[src/sv/udp_receive_checksum_check_top_assert.svh]
// Assertion macros for the UDP receive checksum checker.
`ifndef UDP_RECEIVE_CHECKSUM_CHECK_TOP_ASSERT_SVH
`define UDP_RECEIVE_CHECKSUM_CHECK_TOP_ASSERT_SVH
`ifndef ASSERT_OFF
`define UDPC_ASSERT_IMP(lbl, pre, post) \
   lbl: assert property (@(posedge clock) disable iff (reset) (pre) |-> (post)) \
      else $error("udpc: implication check failed");
`define UDPC_ASSERT_NXT(lbl, pre, post) \
   lbl: assert property (@(posedge clock) disable iff (reset) (pre) |=> (post)) \
      else $error("udpc: next-cycle check failed");
`else
`define UDPC_ASSERT_IMP(lbl, pre, post)
`define UDPC_ASSERT_NXT(lbl, pre, post)
`endif
`endif

[src/sv/udpc_pkg.sv]
// Shared types, constants and checksum helpers for the UDP receive checker.
`timescale 1ns / 1ps
package udpc_pkg;

   localparam logic [15:0] UDP_PROTO = 16'd17;
   localparam logic [15:0] HDR_BYTES = 16'd8;
   localparam logic [15:0] WORD_MAX  = 16'hFFFF;

   localparam logic [15:0] DHCP_PORT_RESET = 16'd68;
   localparam logic [15:0] DNS_PORT_RESET  = 16'd53;

   localparam logic [7:0] CSR_DHCP_PORT = 8'd0;
   localparam logic [7:0] CSR_DNS_PORT  = 8'd1;

   localparam logic [2:0] ST_OK_DHCP   = 3'd0;
   localparam logic [2:0] ST_OK_DNS    = 3'd1;
   localparam logic [2:0] ST_OK_OTHER  = 3'd2;
   localparam logic [2:0] ST_BAD_LEN   = 3'd3;
   localparam logic [2:0] ST_BAD_CKSUM = 3'd4;

   // One byte request after the address seed is formed
   typedef struct packed {
      logic [7:0]  rx_byte;
      logic        first_byte;
      logic        last_byte;
      logic [15:0] seed;
   } udpc_byte_type;

   // Datagram state captured on the last byte
   typedef struct packed {
      logic [15:0] src_port;
      logic [15:0] dst_port;
      logic [15:0] length;
      logic [15:0] checksum;
      logic [15:0] sum;
      logic [7:0]  hold;
      logic [15:0] position;
   } udpc_snap_type;

   // Fold a wide sum down to a 16-bit ones' complement value
   function automatic logic [15:0] oc_fold(input logic [18:0] s);
      logic [16:0] f1;
      logic [16:0] f2;
      f1 = {1'b0, s[15:0]} + {14'd0, s[18:16]};
      f2 = {1'b0, f1[15:0]} + {16'd0, f1[16]};
      return f2[15:0];
   endfunction

   // Place a byte into the high or low half of a header word
   function automatic logic [15:0] put_byte(input logic [15:0] w, input logic odd,
                                            input logic [7:0] b);
      return odd ? {w[15:8], b} : {b, w[7:0]};
   endfunction

endpackage

[src/sv/udp_receive_checksum_check_top.sv]
// Top level of the UDP receive checksum checker.
`timescale 1ns / 1ps
// Takes one UDP datagram byte per request, in wire order, and accepts a new
// byte every cycle while req_stall is low. The request passes an input
// register, a seed stage that sums the IPv4 addresses and protocol, and the
// per-byte accumulator, whose add with end-around carry feeds the running
// sum back. A byte marked last yields one result, through the snapshot slot
// and the output register; other bytes yield none. A stalled result in the
// output register, plus one more verdict in the snapshot slot, do not block
// later bytes. The next last byte then waits in the seed stage, and requests
// stall once the input register behind it is full.
// Configuration writes are always taken (csr_ready is tied high).
`include "udp_receive_checksum_check_top_assert.svh"
module udp_receive_checksum_check_top import udpc_pkg::*; (
   input  logic        clock,
   input  logic        reset,
   input  logic        req_valid,
   output logic        req_stall,
   input  logic [7:0]  req_rx_byte,
   input  logic        req_first_byte,
   input  logic        req_last_byte,
   input  logic [31:0] req_source_ip,
   input  logic [31:0] req_dest_ip,
   output logic        rsp_valid,
   input  logic        rsp_stall,
   output logic [2:0]  rsp_status,
   output logic [15:0] rsp_source_port,
   output logic [15:0] rsp_dest_port,
   output logic [15:0] rsp_payload_length,
   output logic [15:0] rsp_computed_sum,
   output logic        rsp_sum_skipped,
   input  logic        csr_valid,
   output logic        csr_ready,
   input  logic [7:0]  csr_index,
   input  logic [15:0] csr_wdata
);

   logic          v1_ff, v2_ff, v3_ff, rsp_valid_ff;
   logic          v1_in, v2_in, v3_in, rsp_valid_in;
   logic [15:0]   dhcp_port_ff, dns_port_ff;
   logic          go1, go2, go3, free2, free3, accept;
   udpc_byte_type item;
   udpc_snap_type snap;

   // Stage advance chain from the result side back to the request side
   always_comb begin
      go3      = v3_ff && (!rsp_valid_ff || !rsp_stall);
      free3    = !v3_ff || go3;
      go2      = v2_ff && (!item.last_byte || free3);
      free2    = !v2_ff || go2;
      go1      = v1_ff && free2;
      accept   = req_valid && !req_stall;
      v1_in    = accept || (v1_ff && !go1);
      v2_in    = go1 || (v2_ff && !go2);
      v3_in    = (go2 && item.last_byte) || (v3_ff && !go3);
      rsp_valid_in = go3 || (rsp_valid_ff && rsp_stall);
   end

   assign req_stall = v1_ff && !go1;
   assign rsp_valid = rsp_valid_ff;
   assign csr_ready = 1'b1;

   always_ff @(posedge clock) begin
      if (reset) begin
         v1_ff        <= 1'b0;
         v2_ff        <= 1'b0;
         v3_ff        <= 1'b0;
         rsp_valid_ff <= 1'b0;
      end else begin
         v1_ff        <= v1_in;
         v2_ff        <= v2_in;
         v3_ff        <= v3_in;
         rsp_valid_ff <= rsp_valid_in;
      end
   end

   // Write configuration registers; ignore unknown indexes
   always_ff @(posedge clock) begin
      if (reset) begin
         dhcp_port_ff <= DHCP_PORT_RESET;
         dns_port_ff  <= DNS_PORT_RESET;
      end else if (csr_valid && csr_ready) begin
         if (csr_index == CSR_DHCP_PORT) begin
            dhcp_port_ff <= csr_wdata;
         end
         if (csr_index == CSR_DNS_PORT) begin
            dns_port_ff <= csr_wdata;
         end
      end
   end

   udpc_front u_front (
      .clock      (clock),
      .load_in    (accept),
      .load_seed  (go1),
      .rx_byte    (req_rx_byte),
      .first_byte (req_first_byte),
      .last_byte  (req_last_byte),
      .source_ip  (req_source_ip),
      .dest_ip    (req_dest_ip),
      .item       (item)
   );

   udpc_accum u_accum (
      .clock     (clock),
      .reset     (reset),
      .advance   (go2),
      .load_snap (go2 && item.last_byte),
      .item      (item),
      .snap      (snap)
   );

   udpc_verdict u_verdict (
      .clock            (clock),
      .load             (go3),
      .snap             (snap),
      .dhcp_client_port (dhcp_port_ff),
      .dns_port         (dns_port_ff),
      .status           (rsp_status),
      .source_port      (rsp_source_port),
      .dest_port        (rsp_dest_port),
      .payload_length   (rsp_payload_length),
      .computed_sum     (rsp_computed_sum),
      .sum_skipped      (rsp_sum_skipped)
   );

   // A last byte leaves the accumulator only into a free snapshot slot
   `UDPC_ASSERT_IMP(a_snap_slot_free, go2 && item.last_byte, free3)
   // A verdict moved out always shows as a result next cycle
   `UDPC_ASSERT_NXT(a_verdict_shown, go3, rsp_valid_ff)
   // A taken result with nothing behind it empties the output
   `UDPC_ASSERT_NXT(a_rsp_drains, rsp_valid_ff && !rsp_stall && !go3, !rsp_valid_ff)

endmodule

[src/sv/udpc_front.sv]
// Input register and pseudo header address seed stage.
`timescale 1ns / 1ps
module udpc_front import udpc_pkg::*; (
   input  logic          clock,
   input  logic          load_in,
   input  logic          load_seed,
   input  logic [7:0]    rx_byte,
   input  logic          first_byte,
   input  logic          last_byte,
   input  logic [31:0]   source_ip,
   input  logic [31:0]   dest_ip,
   output udpc_byte_type item
);

   logic [7:0]    byte_ff;
   logic          first_ff;
   logic          last_ff;
   logic [31:0]   sip_ff;
   logic [31:0]   dip_ff;
   udpc_byte_type item_ff;
   udpc_byte_type item_in;
   logic [18:0]   seed_sum;

   // Hold the raw request
   always_ff @(posedge clock) begin
      if (load_in) begin
         byte_ff  <= rx_byte;
         first_ff <= first_byte;
         last_ff  <= last_byte;
         sip_ff   <= source_ip;
         dip_ff   <= dest_ip;
      end
   end

   // Sum the address words and the protocol number
   always_comb begin
      seed_sum = {3'd0, sip_ff[31:16]} + {3'd0, sip_ff[15:0]}
               + {3'd0, dip_ff[31:16]} + {3'd0, dip_ff[15:0]}
               + {3'd0, UDP_PROTO};
      item_in.rx_byte    = byte_ff;
      item_in.first_byte = first_ff;
      item_in.last_byte  = last_ff;
      item_in.seed       = oc_fold(seed_sum);
   end

   always_ff @(posedge clock) begin
      if (load_seed) begin
         item_ff <= item_in;
      end
   end

   assign item = item_ff;

endmodule

[src/sv/udpc_accum.sv]
// Per-byte header capture and running checksum accumulator.
`timescale 1ns / 1ps
module udpc_accum import udpc_pkg::*; (
   input  logic          clock,
   input  logic          reset,
   input  logic          advance,
   input  logic          load_snap,
   input  udpc_byte_type item,
   output udpc_snap_type snap
);

   logic [15:0] byte_count_ff, byte_count_in;
   logic [15:0] sum_ff, sum_in;
   logic [7:0]  hold_ff, hold_in;
   logic [15:0] src_ff, src_in;
   logic [15:0] dst_ff, dst_in;
   logic [15:0] len_ff, len_in;
   logic [15:0] cks_ff, cks_in;
   udpc_snap_type snap_ff, snap_in;

   logic [15:0] p;
   logic [15:0] sum_base;
   logic [7:0]  hold_base;
   logic [15:0] word;
   logic        summed;
   logic [18:0] sum_raw;

   always_comb begin
      // Restart the datagram on a first mark
      p         = item.first_byte ? 16'd0 : byte_count_ff;
      sum_base  = item.first_byte ? item.seed : sum_ff;
      hold_base = item.first_byte ? 8'd0 : hold_ff;
      src_in    = item.first_byte ? 16'd0 : src_ff;
      dst_in    = item.first_byte ? 16'd0 : dst_ff;
      len_in    = item.first_byte ? 16'd0 : len_ff;
      cks_in    = item.first_byte ? 16'd0 : cks_ff;

      // Capture header fields
      if (p < 16'd2) begin
         src_in = put_byte(src_in, p[0], item.rx_byte);
      end else if (p < 16'd4) begin
         dst_in = put_byte(dst_in, p[0], item.rx_byte);
      end else if (p < 16'd6) begin
         len_in = put_byte(len_in, p[0], item.rx_byte);
      end else if (p < HDR_BYTES) begin
         cks_in = put_byte(cks_in, p[0], item.rx_byte);
      end

      // Pair bytes into words and add; the length word counts twice
      summed  = (p < 16'd6) || ((p >= HDR_BYTES) && (p < len_in));
      word    = {hold_base, item.rx_byte};
      hold_in = hold_base;
      sum_in  = sum_base;
      sum_raw = '0;
      if (summed) begin
         if (!p[0]) begin
            hold_in = item.rx_byte;
         end else begin
            sum_raw = {3'd0, sum_base} + {3'd0, word}
                    + ((p == 16'd5) ? {3'd0, word} : 19'd0);
            sum_in  = oc_fold(sum_raw);
         end
      end

      // Saturate the byte count
      byte_count_in = (p < WORD_MAX) ? p + 16'd1 : WORD_MAX;

      snap_in.src_port = src_in;
      snap_in.dst_port = dst_in;
      snap_in.length   = len_in;
      snap_in.checksum = cks_in;
      snap_in.sum      = sum_in;
      snap_in.hold     = hold_in;
      snap_in.position = p;
   end

   // Advance datagram state one byte
   always_ff @(posedge clock) begin
      if (reset) begin
         byte_count_ff <= '0;
         sum_ff        <= '0;
         hold_ff       <= '0;
         src_ff        <= '0;
         dst_ff        <= '0;
         len_ff        <= '0;
         cks_ff        <= '0;
      end else if (advance) begin
         byte_count_ff <= byte_count_in;
         sum_ff        <= sum_in;
         hold_ff       <= hold_in;
         src_ff        <= src_in;
         dst_ff        <= dst_in;
         len_ff        <= len_in;
         cks_ff        <= cks_in;
      end
   end

   always_ff @(posedge clock) begin
      if (load_snap) begin
         snap_ff <= snap_in;
      end
   end

   assign snap = snap_ff;

endmodule

[src/sv/udpc_verdict.sv]
// Length check, checksum compare and port classification into the result register.
`timescale 1ns / 1ps
module udpc_verdict import udpc_pkg::*; (
   input  logic          clock,
   input  logic          load,
   input  udpc_snap_type snap,
   input  logic [15:0]   dhcp_client_port,
   input  logic [15:0]   dns_port,
   output logic [2:0]    status,
   output logic [15:0]   source_port,
   output logic [15:0]   dest_port,
   output logic [15:0]   payload_length,
   output logic [15:0]   computed_sum,
   output logic          sum_skipped
);

   logic [2:0]  status_ff, status_in;
   logic [15:0] src_ff;
   logic [15:0] dst_ff;
   logic [15:0] payload_ff, payload_in;
   logic [15:0] computed_ff, computed_in;
   logic        skipped_ff, skipped_in;

   logic [16:0] arrived;
   logic        bad_len;
   logic [15:0] padded;
   logic [15:0] cks_calc;
   logic        skip;

   always_comb begin
      arrived  = {1'b0, snap.position} + 17'd1;
      bad_len  = (snap.length < HDR_BYTES) || ({1'b0, snap.length} > arrived);
      // Pad an odd trailing byte with a zero low byte
      padded   = snap.length[0] ?
                 oc_fold({3'd0, snap.sum} + {3'd0, snap.hold, 8'd0}) : snap.sum;
      cks_calc = ~padded;
      skip     = (snap.checksum == 16'd0) || (snap.checksum == WORD_MAX);

      status_in   = ST_OK_OTHER;
      payload_in  = snap.length - HDR_BYTES;
      computed_in = cks_calc;
      skipped_in  = skip;
      priority if (bad_len) begin
         status_in   = ST_BAD_LEN;
         payload_in  = '0;
         computed_in = '0;
         skipped_in  = 1'b0;
      end else if (!skip && (snap.checksum != cks_calc)) begin
         status_in = ST_BAD_CKSUM;
      end else if (snap.dst_port == dhcp_client_port) begin
         status_in = ST_OK_DHCP;
      end else if (snap.src_port == dns_port) begin
         status_in = ST_OK_DNS;
      end else begin
         status_in = ST_OK_OTHER;
      end
   end

   // Hold the result until it is taken
   always_ff @(posedge clock) begin
      if (load) begin
         status_ff   <= status_in;
         src_ff      <= snap.src_port;
         dst_ff      <= snap.dst_port;
         payload_ff  <= payload_in;
         computed_ff <= computed_in;
         skipped_ff  <= skipped_in;
      end
   end

   assign status         = status_ff;
   assign source_port    = src_ff;
   assign dest_port      = dst_ff;
   assign payload_length = payload_ff;
   assign computed_sum   = computed_ff;
   assign sum_skipped    = skipped_ff;

endmodule
[config.mk]
export PLATFORM = sky130hd
export DESIGN_NAME = udp_receive_checksum_check_top
export DESIGN_NICKNAME = d
export VERILOG_FILES = /design/src/sv/udpc_pkg.sv /design/src/sv/udp_receive_checksum_check_top.sv /design/src/sv/udpc_front.sv /design/src/sv/udpc_accum.sv /design/src/sv/udpc_verdict.sv
export VERILOG_INCLUDE_DIRS = /design/src /design/src/sv
export SDC_FILE = /design/constraint.sdc
export NUM_CORES = 1
export LEC_CHECK = 0
export ABC_CLOCK_PERIOD_IN_PS = 8300
export BUFFER_PORTS_ARGS = -buffer_cell sky130_fd_sc_hd__buf_2
export CAP_MARGIN = 20
export CELL_PAD_IN_SITES_DETAIL_PLACEMENT = 1
export CELL_PAD_IN_SITES_GLOBAL_PLACEMENT = 2
export CORE_ASPECT_RATIO = 1.25
export CORE_MARGIN = 3
export CORE_UTILIZATION = 40
export DETAILED_ROUTE_END_ITERATION = 10
export PLACE_DENSITY_LB_ADDON = 0.1
export SYNTH_ARGS = -nofsm -noshare
export SYNTH_HDL_FRONTEND = slang
export SYNTH_HIERARCHICAL = 1
export SYNTH_SLANG_ARGS = --single-unit
[constraint.sdc]
create_clock -name clock -period 8.3 [get_ports clock]
set_clock_uncertainty 0.05 [all_clocks]
set_input_delay 1.66 -clock clock [delete_from_list [all_inputs] [get_ports clock]]
set_output_delay 1.66 -clock clock [all_outputs]
set_load 0.05 [all_outputs]
==> results of run 1 <==
==> through the flow <==
stage / cells / setup WS [ns] / hold slack [ns] / total power [mW]
detailed placement: 3177 / -0.1400 / 0.3557 / 4.722
global route: 3263 / -0.003680 / 0.3800 / 7.253
floorplan: 2249 / 0.7200 / 0.3503 / 4.059
global placement: 3176 / 0.09896 / 0.3530 / 4.666
CTS: 3262 / 0.07038 / 0.3687 / 6.897
finish: 3263 / 0.3652 / 0.3674 / 6.835
==> cell usage after synthesis (all sizes together) (46+ instances only) <==
library cell  count
nand2           155
nand3            61
nand2b           75
xnor2            89
inv             127
ha              106
nor2            225
edfxtp          272
xor2             79
dfxtp           140
fa               51
mux2i            80
o21ai            79
a21oi           131
nor3             49
nor2b            46
clkbuf           84
==> layout make-up <==
class                           count  area [um2]
Fill cell                        6336       30330
Multi-Input combinational cell   1607       11760
Sequential cell                   412       10970
Timing Repair Buffer              281        1718
Clock buffer                       60        1214
Tap cell                          750       938.4
Inverter                          128       481.7
Clock inverter                     25       344.1
==> cells in the final DEF (no fill, tap or decap), types with 17 or more instances in the layout <==
cell / Yosys / layout
edfxtp_1: 272 / 272
nor2_1: 225 / 224
buf_2: 4 / 171
nand2_1: 154 / 154
dfxtp_1: 140 / 140
a21oi_1: 129 / 128
inv_1: 126 / 126
buf_4: 2 / 107
ha_1: 106 / 106
xnor2_1: 87 / 87
mux2i_1: 80 / 80
xor2_1: 78 / 77
nand2b_1: 75 / 74
o21ai_0: 69 / 69
nand3_1: 59 / 59
fa_1: 51 / 51
clkbuf_16: 0 / 46
nor2b_1: 46 / 45
nor3_1: 47 / 45
mux2_2: 32 / 32
nor4_1: 30 / 30
nand4_1: 26 / 26
a21o_1: 26 / 26
and2_1: 22 / 22
and3_1: 18 / 18
a211oi_1: 17 / 17
==> critical path: cells and delay by family (launching register included) <==
family | cells | cell delay, ns
AND/OR/NAND/NOR | 7 | 1.66
XOR/XNOR | 2 | 0.38
buffers and inverters | 3 | 0.15
flip-flops | 1 | 0.32
adder cells (fa/ha/maj) | 7 | 2.49
AO/OA/AOI/OAI | 11 | 2.62
==> routing by layer <==
layer  share of wire (%)  global-route usage, %
met4                 3.1                  6.866
met1                  40                  24.38
met5               0.027                      0
met3                 3.1                  2.926
met2                  54                  40.99
==> cells by family after synthesis <==
kind of cell,synth area share (%)
AOI/OAI and AO/OA,10.57
xor gates and xnor gates,6.551
adders and majority gates,10.06
buffers and inverters,3.813
DFF,46.63
muxes,5.047
other,0.01594
and+or+nand+nor,17.32
==> state kept, by name (all words and copies together), names as in the netlist, 3 cells and up <==
register                  flops
u_accum/src_ff               16
u_front/dip_ff               32
u_verdict/source_port        16
u_verdict/computed_sum       16
u_front/sip_ff               32
u_verdict/payload_length     16
u_accum/snap                104
u_accum/sum_ff               16
u_front/byte_ff               8
u_accum/dst_ff               16
u_accum/len_ff               16
dns_port_ff                  16
u_verdict/dest_port          16
u_accum/cks_ff               16
u_front/item                 26
u_accum/byte_count_ff        16
u_accum/hold_ff               8
u_verdict/status              3
dhcp_port_ff                 16
==> path summary, 6_finish.rpt <==
path,startpoint,to,depth (start not counted)
max,u_front/sip_ff[2]$_DFFE_PP_,u_front/item[15]$_DFFE_PP_,30
min,u_front/byte_ff[0]$_DFFE_PP_,u_front/item[18]$_DFFE_PP_,0
max reg2reg,u_front/sip_ff[2]$_DFFE_PP_,u_front/item[15]$_DFFE_PP_,30
min reg2reg,u_front/byte_ff[0]$_DFFE_PP_,u_front/item[18]$_DFFE_PP_,0
==> report_power, final <==
group | internal (mW) | switching [mW] | total [mW]
logic | 0.912 | 1.41 | 2.32
registers | 2.34 | 0.0576 | 2.39
clock network | 1.26 | 0.864 | 2.12
total | 4.51 | 2.33 | 6.83
==> impl_metrics.yaml, run 1 <==
die:
  start_util_pct: 40.74
  chipHeight_um: 277.2
  dieArea_mm2: 0.06179
  die_w_um: 222.9
  core-area_mm2: 0.05775
  num_rows: 98
  num_io_pins: 174
logic_synthesis:
  avgSynthCellArea_um2: 10.46
  synth_edf_count: 272
  netlist_top_cells_area: "edfxtp_1, dfxtp_1, ha_1"
  ys_ff_latch: 412
  syn_nets: 2509
  synthDominantCellAreaShare_pct: 34.71
  ys_seq_area_share_pct: 46.63
  synthArstFlopShare_pct: 0
  ys_warn_count: 6
  synth_cells: 2249
  netlist_area_mm2: 0.02353
  ys.flop_type: "edfxtp_1"
  yosysTopAreaCell: "edfxtp_1"
  synth_cell_type_count: 106
job:
  drv_cap: 0
critical_path:
  path_max_fanout: 7
  cp_slowest_cell: "or3b_2"
  crit_required_ns: 8.60
  cp-end-kind: "flip-flop"
  critPathKind: "reg -> reg"
  cp.arrival_ns: 8.23
  cp-start-kind: "flip-flop"
  worst_path_most_repeated_cell: "ha_1"
  slowest_delay_ns: 0.54
  ff2ff_setup_slack_ns: 0.37
placement:
  dp_hpwl_mm: 50.08
  gp_congestion: 0.8574
  port_buffers: 172
  dpl_cell_area_mm2: 0.02579
route:
  num_vias: 17510
  ant_nets: 0
  avgViaCountPerCell: 5.365
  post-route-drc-count: 0
  first_pass_iters: 4
  dr.first_iter.drc_count: 831
  drt-total-wl_mm: 66.77
  wl_per_cell_um: 20.46
cells_and_area:
  nets: 2736
  utilization_pct: 47.48
  fin_area_mm2: 0.02742
  final_layout_size_suffix_gt1_share_pct: 17.83
  antenna_cells: 0
  areaGrowthSynthToFinish_pct: 16.55
clock_network:
  cts_buffer_depth: 3
  root_buffer: "clkbuf_16"
  cts.clk_slew.worst_paths_ns: 0.06
  cts_tree: "done"
  post_cts_buffers: 0
  cts-buffers-inserted: 46
  cts_resized: 2
  clock_sinks: 412
  clock_latency_ns: 0.60
  hold_buffers: 0
  h-tree-depth: 2
timing:
  slew_violations: 0
  fin_setup_tns_ns: 0
  hold_viol_final: 0
  maxSlewHeadroom_pct: 29.60
  layout_min_cycle_time_ns: 7.935
  tightest_slew_ns: 1.056
  min_period_over_period_pct: 95.60
  timing.fmax_mhz: 126.0
  setup_viol: 0
global_routing:
  grt_usage_pct: 21.43
  grt_first_pass_wirelength_mm: 104.9
  antenna_found_initial: 2
  grt_max_degree: 86
  grt_pass1_vias: 18970
  gr-total-overflow: 0
power:
  p_per_area_mw_per_mm2: 249.2
  p_leak_nw: 10.75
  ir_worst_vdd_uv: 229.0
run_status:
  status: "complete, no violations"
worst_hold_path:
  min_path_type: "reg -> reg"
Note: power is estimated with default switching activity, not from simulation.
==> run 2: changes to the inputs <==
Settings changed: RECOVER_POWER from default to 100.
==> impl_metrics.yaml, run 2 (same netlist as run 1, synthesis figures left out) <==
run_status:
  status: "complete, but fails checks"
  violations: "max-capacitance violations, max-slew violations"
route:
  wl_per_cell_um: 20.51
  dr.first_iter.drc_count: 832
  avgViaCountPerCell: 5.373
  first_pass_iters: 5
  ant_nets: 0
  drt-total-wl_mm: 66.91
  post-route-drc-count: 0
  num_vias: 17530
global_routing:
  grt_pass1_vias: 18970
  grt_usage_pct: 21.43
  use_met3_pct: 2.926
  use_met1_pct: 24.38
  gr-total-overflow: 0
  busiest_layer: "met2"
  grt.met2_usage_pct: 40.99
  grt_first_pass_wirelength_mm: 104.9
  grt_max_degree: 86
  antenna_found_initial: 2
cells_and_area:
  final_common_cell: "edfxtp_1"
  final_layout_size_suffix_gt1_share_pct: 13.29
  nets: 2736
  largest_reg_flops: 104
  areaGrowthSynthToFinish_pct: 15.50
  final_cell_mix: "edfxtp_1, nor2_1, nand2_1, dfxtp_1, a21oi_1"
  antenna_cells: 0
critical_path:
  cp-start-kind: "flip-flop"
  path_buf_inv: 3
  startpoint: "u_front/sip_ff[2]$_DFFE_PP_"
  path_max_fanout: 7
  cp-end-kind: "flip-flop"
  slowest_delay_ns: 0.54
  timing.rr.start: "u_front/sip_ff[2]$_DFFE_PP_"
  critPathKind: "reg -> reg"
  cp_slowest_cell: "or3b_2"
  crit_required_ns: 8.60
  worst_path_most_repeated_cell: "ha_1"
  cp.arrival_ns: 8.22
  crit_family: "compound AO/OA/AOI/OAI gates"
clock_network:
  clock_sinks: 412
  cts-buffers-inserted: 46
  cts_buffer_depth: 3
  h-tree-depth: 2
  clock_latency_ns: 0.60
  root_buffer: "clkbuf_16"
  cts.clk_slew.worst_paths_ns: 0.06
  cts_tree: "done"
timing:
  tightest_slew_ns: 4.121
  fin_ws_ns: 0.3791
  maxSlewHeadroom_pct: -174.8
  fin_setup_tns_ns: 0
  slew_violations: 585
  timing.fmax_mhz: 126.2
  layout_min_cycle_time_ns: 7.921
  min_period_over_period_pct: 95.43
  setup_viol: 0
  hold_slack_ns: 0.3676
  hold_viol_final: 0
power:
  p_clk_share_pct: 31.1
  p_per_area_mw_per_mm2: 251.6
  seq_power_share_pct: 35.0
  ir_worst_vdd_uv: 229.6
  p_int_mw: 4.505
  power_frac_comb_pct: 33.9
  switching_share_pct: 34.11
  p_leak_nw: 10.44
  switchingPower_mw: 2.332
placement:
  dp_hpwl_mm: 50.08
  dp_slack_ns: -0.1400
  gp_congestion: 0.8574
  port_buffers: 172
worst_hold_path:
  min_from: "u_front/byte_ff[0]$_DFFE_PP_"
  min_path_type: "reg -> reg"
die:
  dieArea_mm2: 0.06179
  num_io_pins: 174
  num_rows: 98
  start_util_pct: 40.74
  chipHeight_um: 277.2
  core-area_mm2: 0.05775
  die_w_um: 222.9
job:
  drv_cap: 13
==> run 2: cell types whose count changed in the layout (fill, tap and decap cells not counted), sizes merged <==
cell and change:
buf -97, clkbuf +97, clkinv -1, clkinvlp +1
==> run 2: final timing paths <==
kind	end	slack (ns)	depth (start not counted)
max	u_front/item[15]$_DFFE_PP_	0.38	30
min	u_front/item[18]$_DFFE_PP_	0.37	0
max reg2reg	u_front/item[15]$_DFFE_PP_	0.38	30
min reg2reg	u_front/item[18]$_DFFE_PP_	0.37	0
==> run 2: what timing repair did <==
| item | 4_1_cts | 5_1_grt |
|---|---|---|
| endpoints found under the hold margin | 0 | 0 |
| resized for setup | 2 | 7 |
| setup buffers | 0 | 0 |
| setup endpoints to repair | 2 | 6 |
| hold buffers | 0 | 0 |
==> run 2: final cells by class <==
type	count	area [um2]
Clock buffer	60	1214
Clock inverter	25	344.1
Fill cell	6365	30580
Inverter	128	481.7
Multi-Input combinational cell	1607	11700
Sequential cell	412	10970
Tap cell	750	938.4
Timing Repair Buffer	281	1529
==> run 2: layer usage <==
metal | up-vias | part of all wire [%]
met4 | 4 | 3.1
met2 | 287 | 54
li1 | 8452 | -
met5 | - | 0.027
met3 | 109 | 3.2
met1 | 8679 | 40
==> run 2: stage by stage <==
step                      instances  utilization (%)  area, um2  total power, mW
after global placement         3176            44.63      25780            4.666
final                          3263            47.05      27170            6.837
after floorplan                2249                -      23530            4.059
after global routing           3263            47.05      27170            7.251
after CTS                      3262            47.39      27370            6.897
after detailed placement       3177            44.65      25790            4.722
==> run 2: power by group through the flow <==
stage                     clock [mW]  combinational (mW)  sequential (mW)
after floorplan                    0                1.65             2.41
after global placement             0                2.23             2.43
after detailed placement           0                2.29             2.44
after CTS                       2.19                2.32             2.39
after global routing            2.27                2.58             2.40
final                           2.13                2.32             2.39
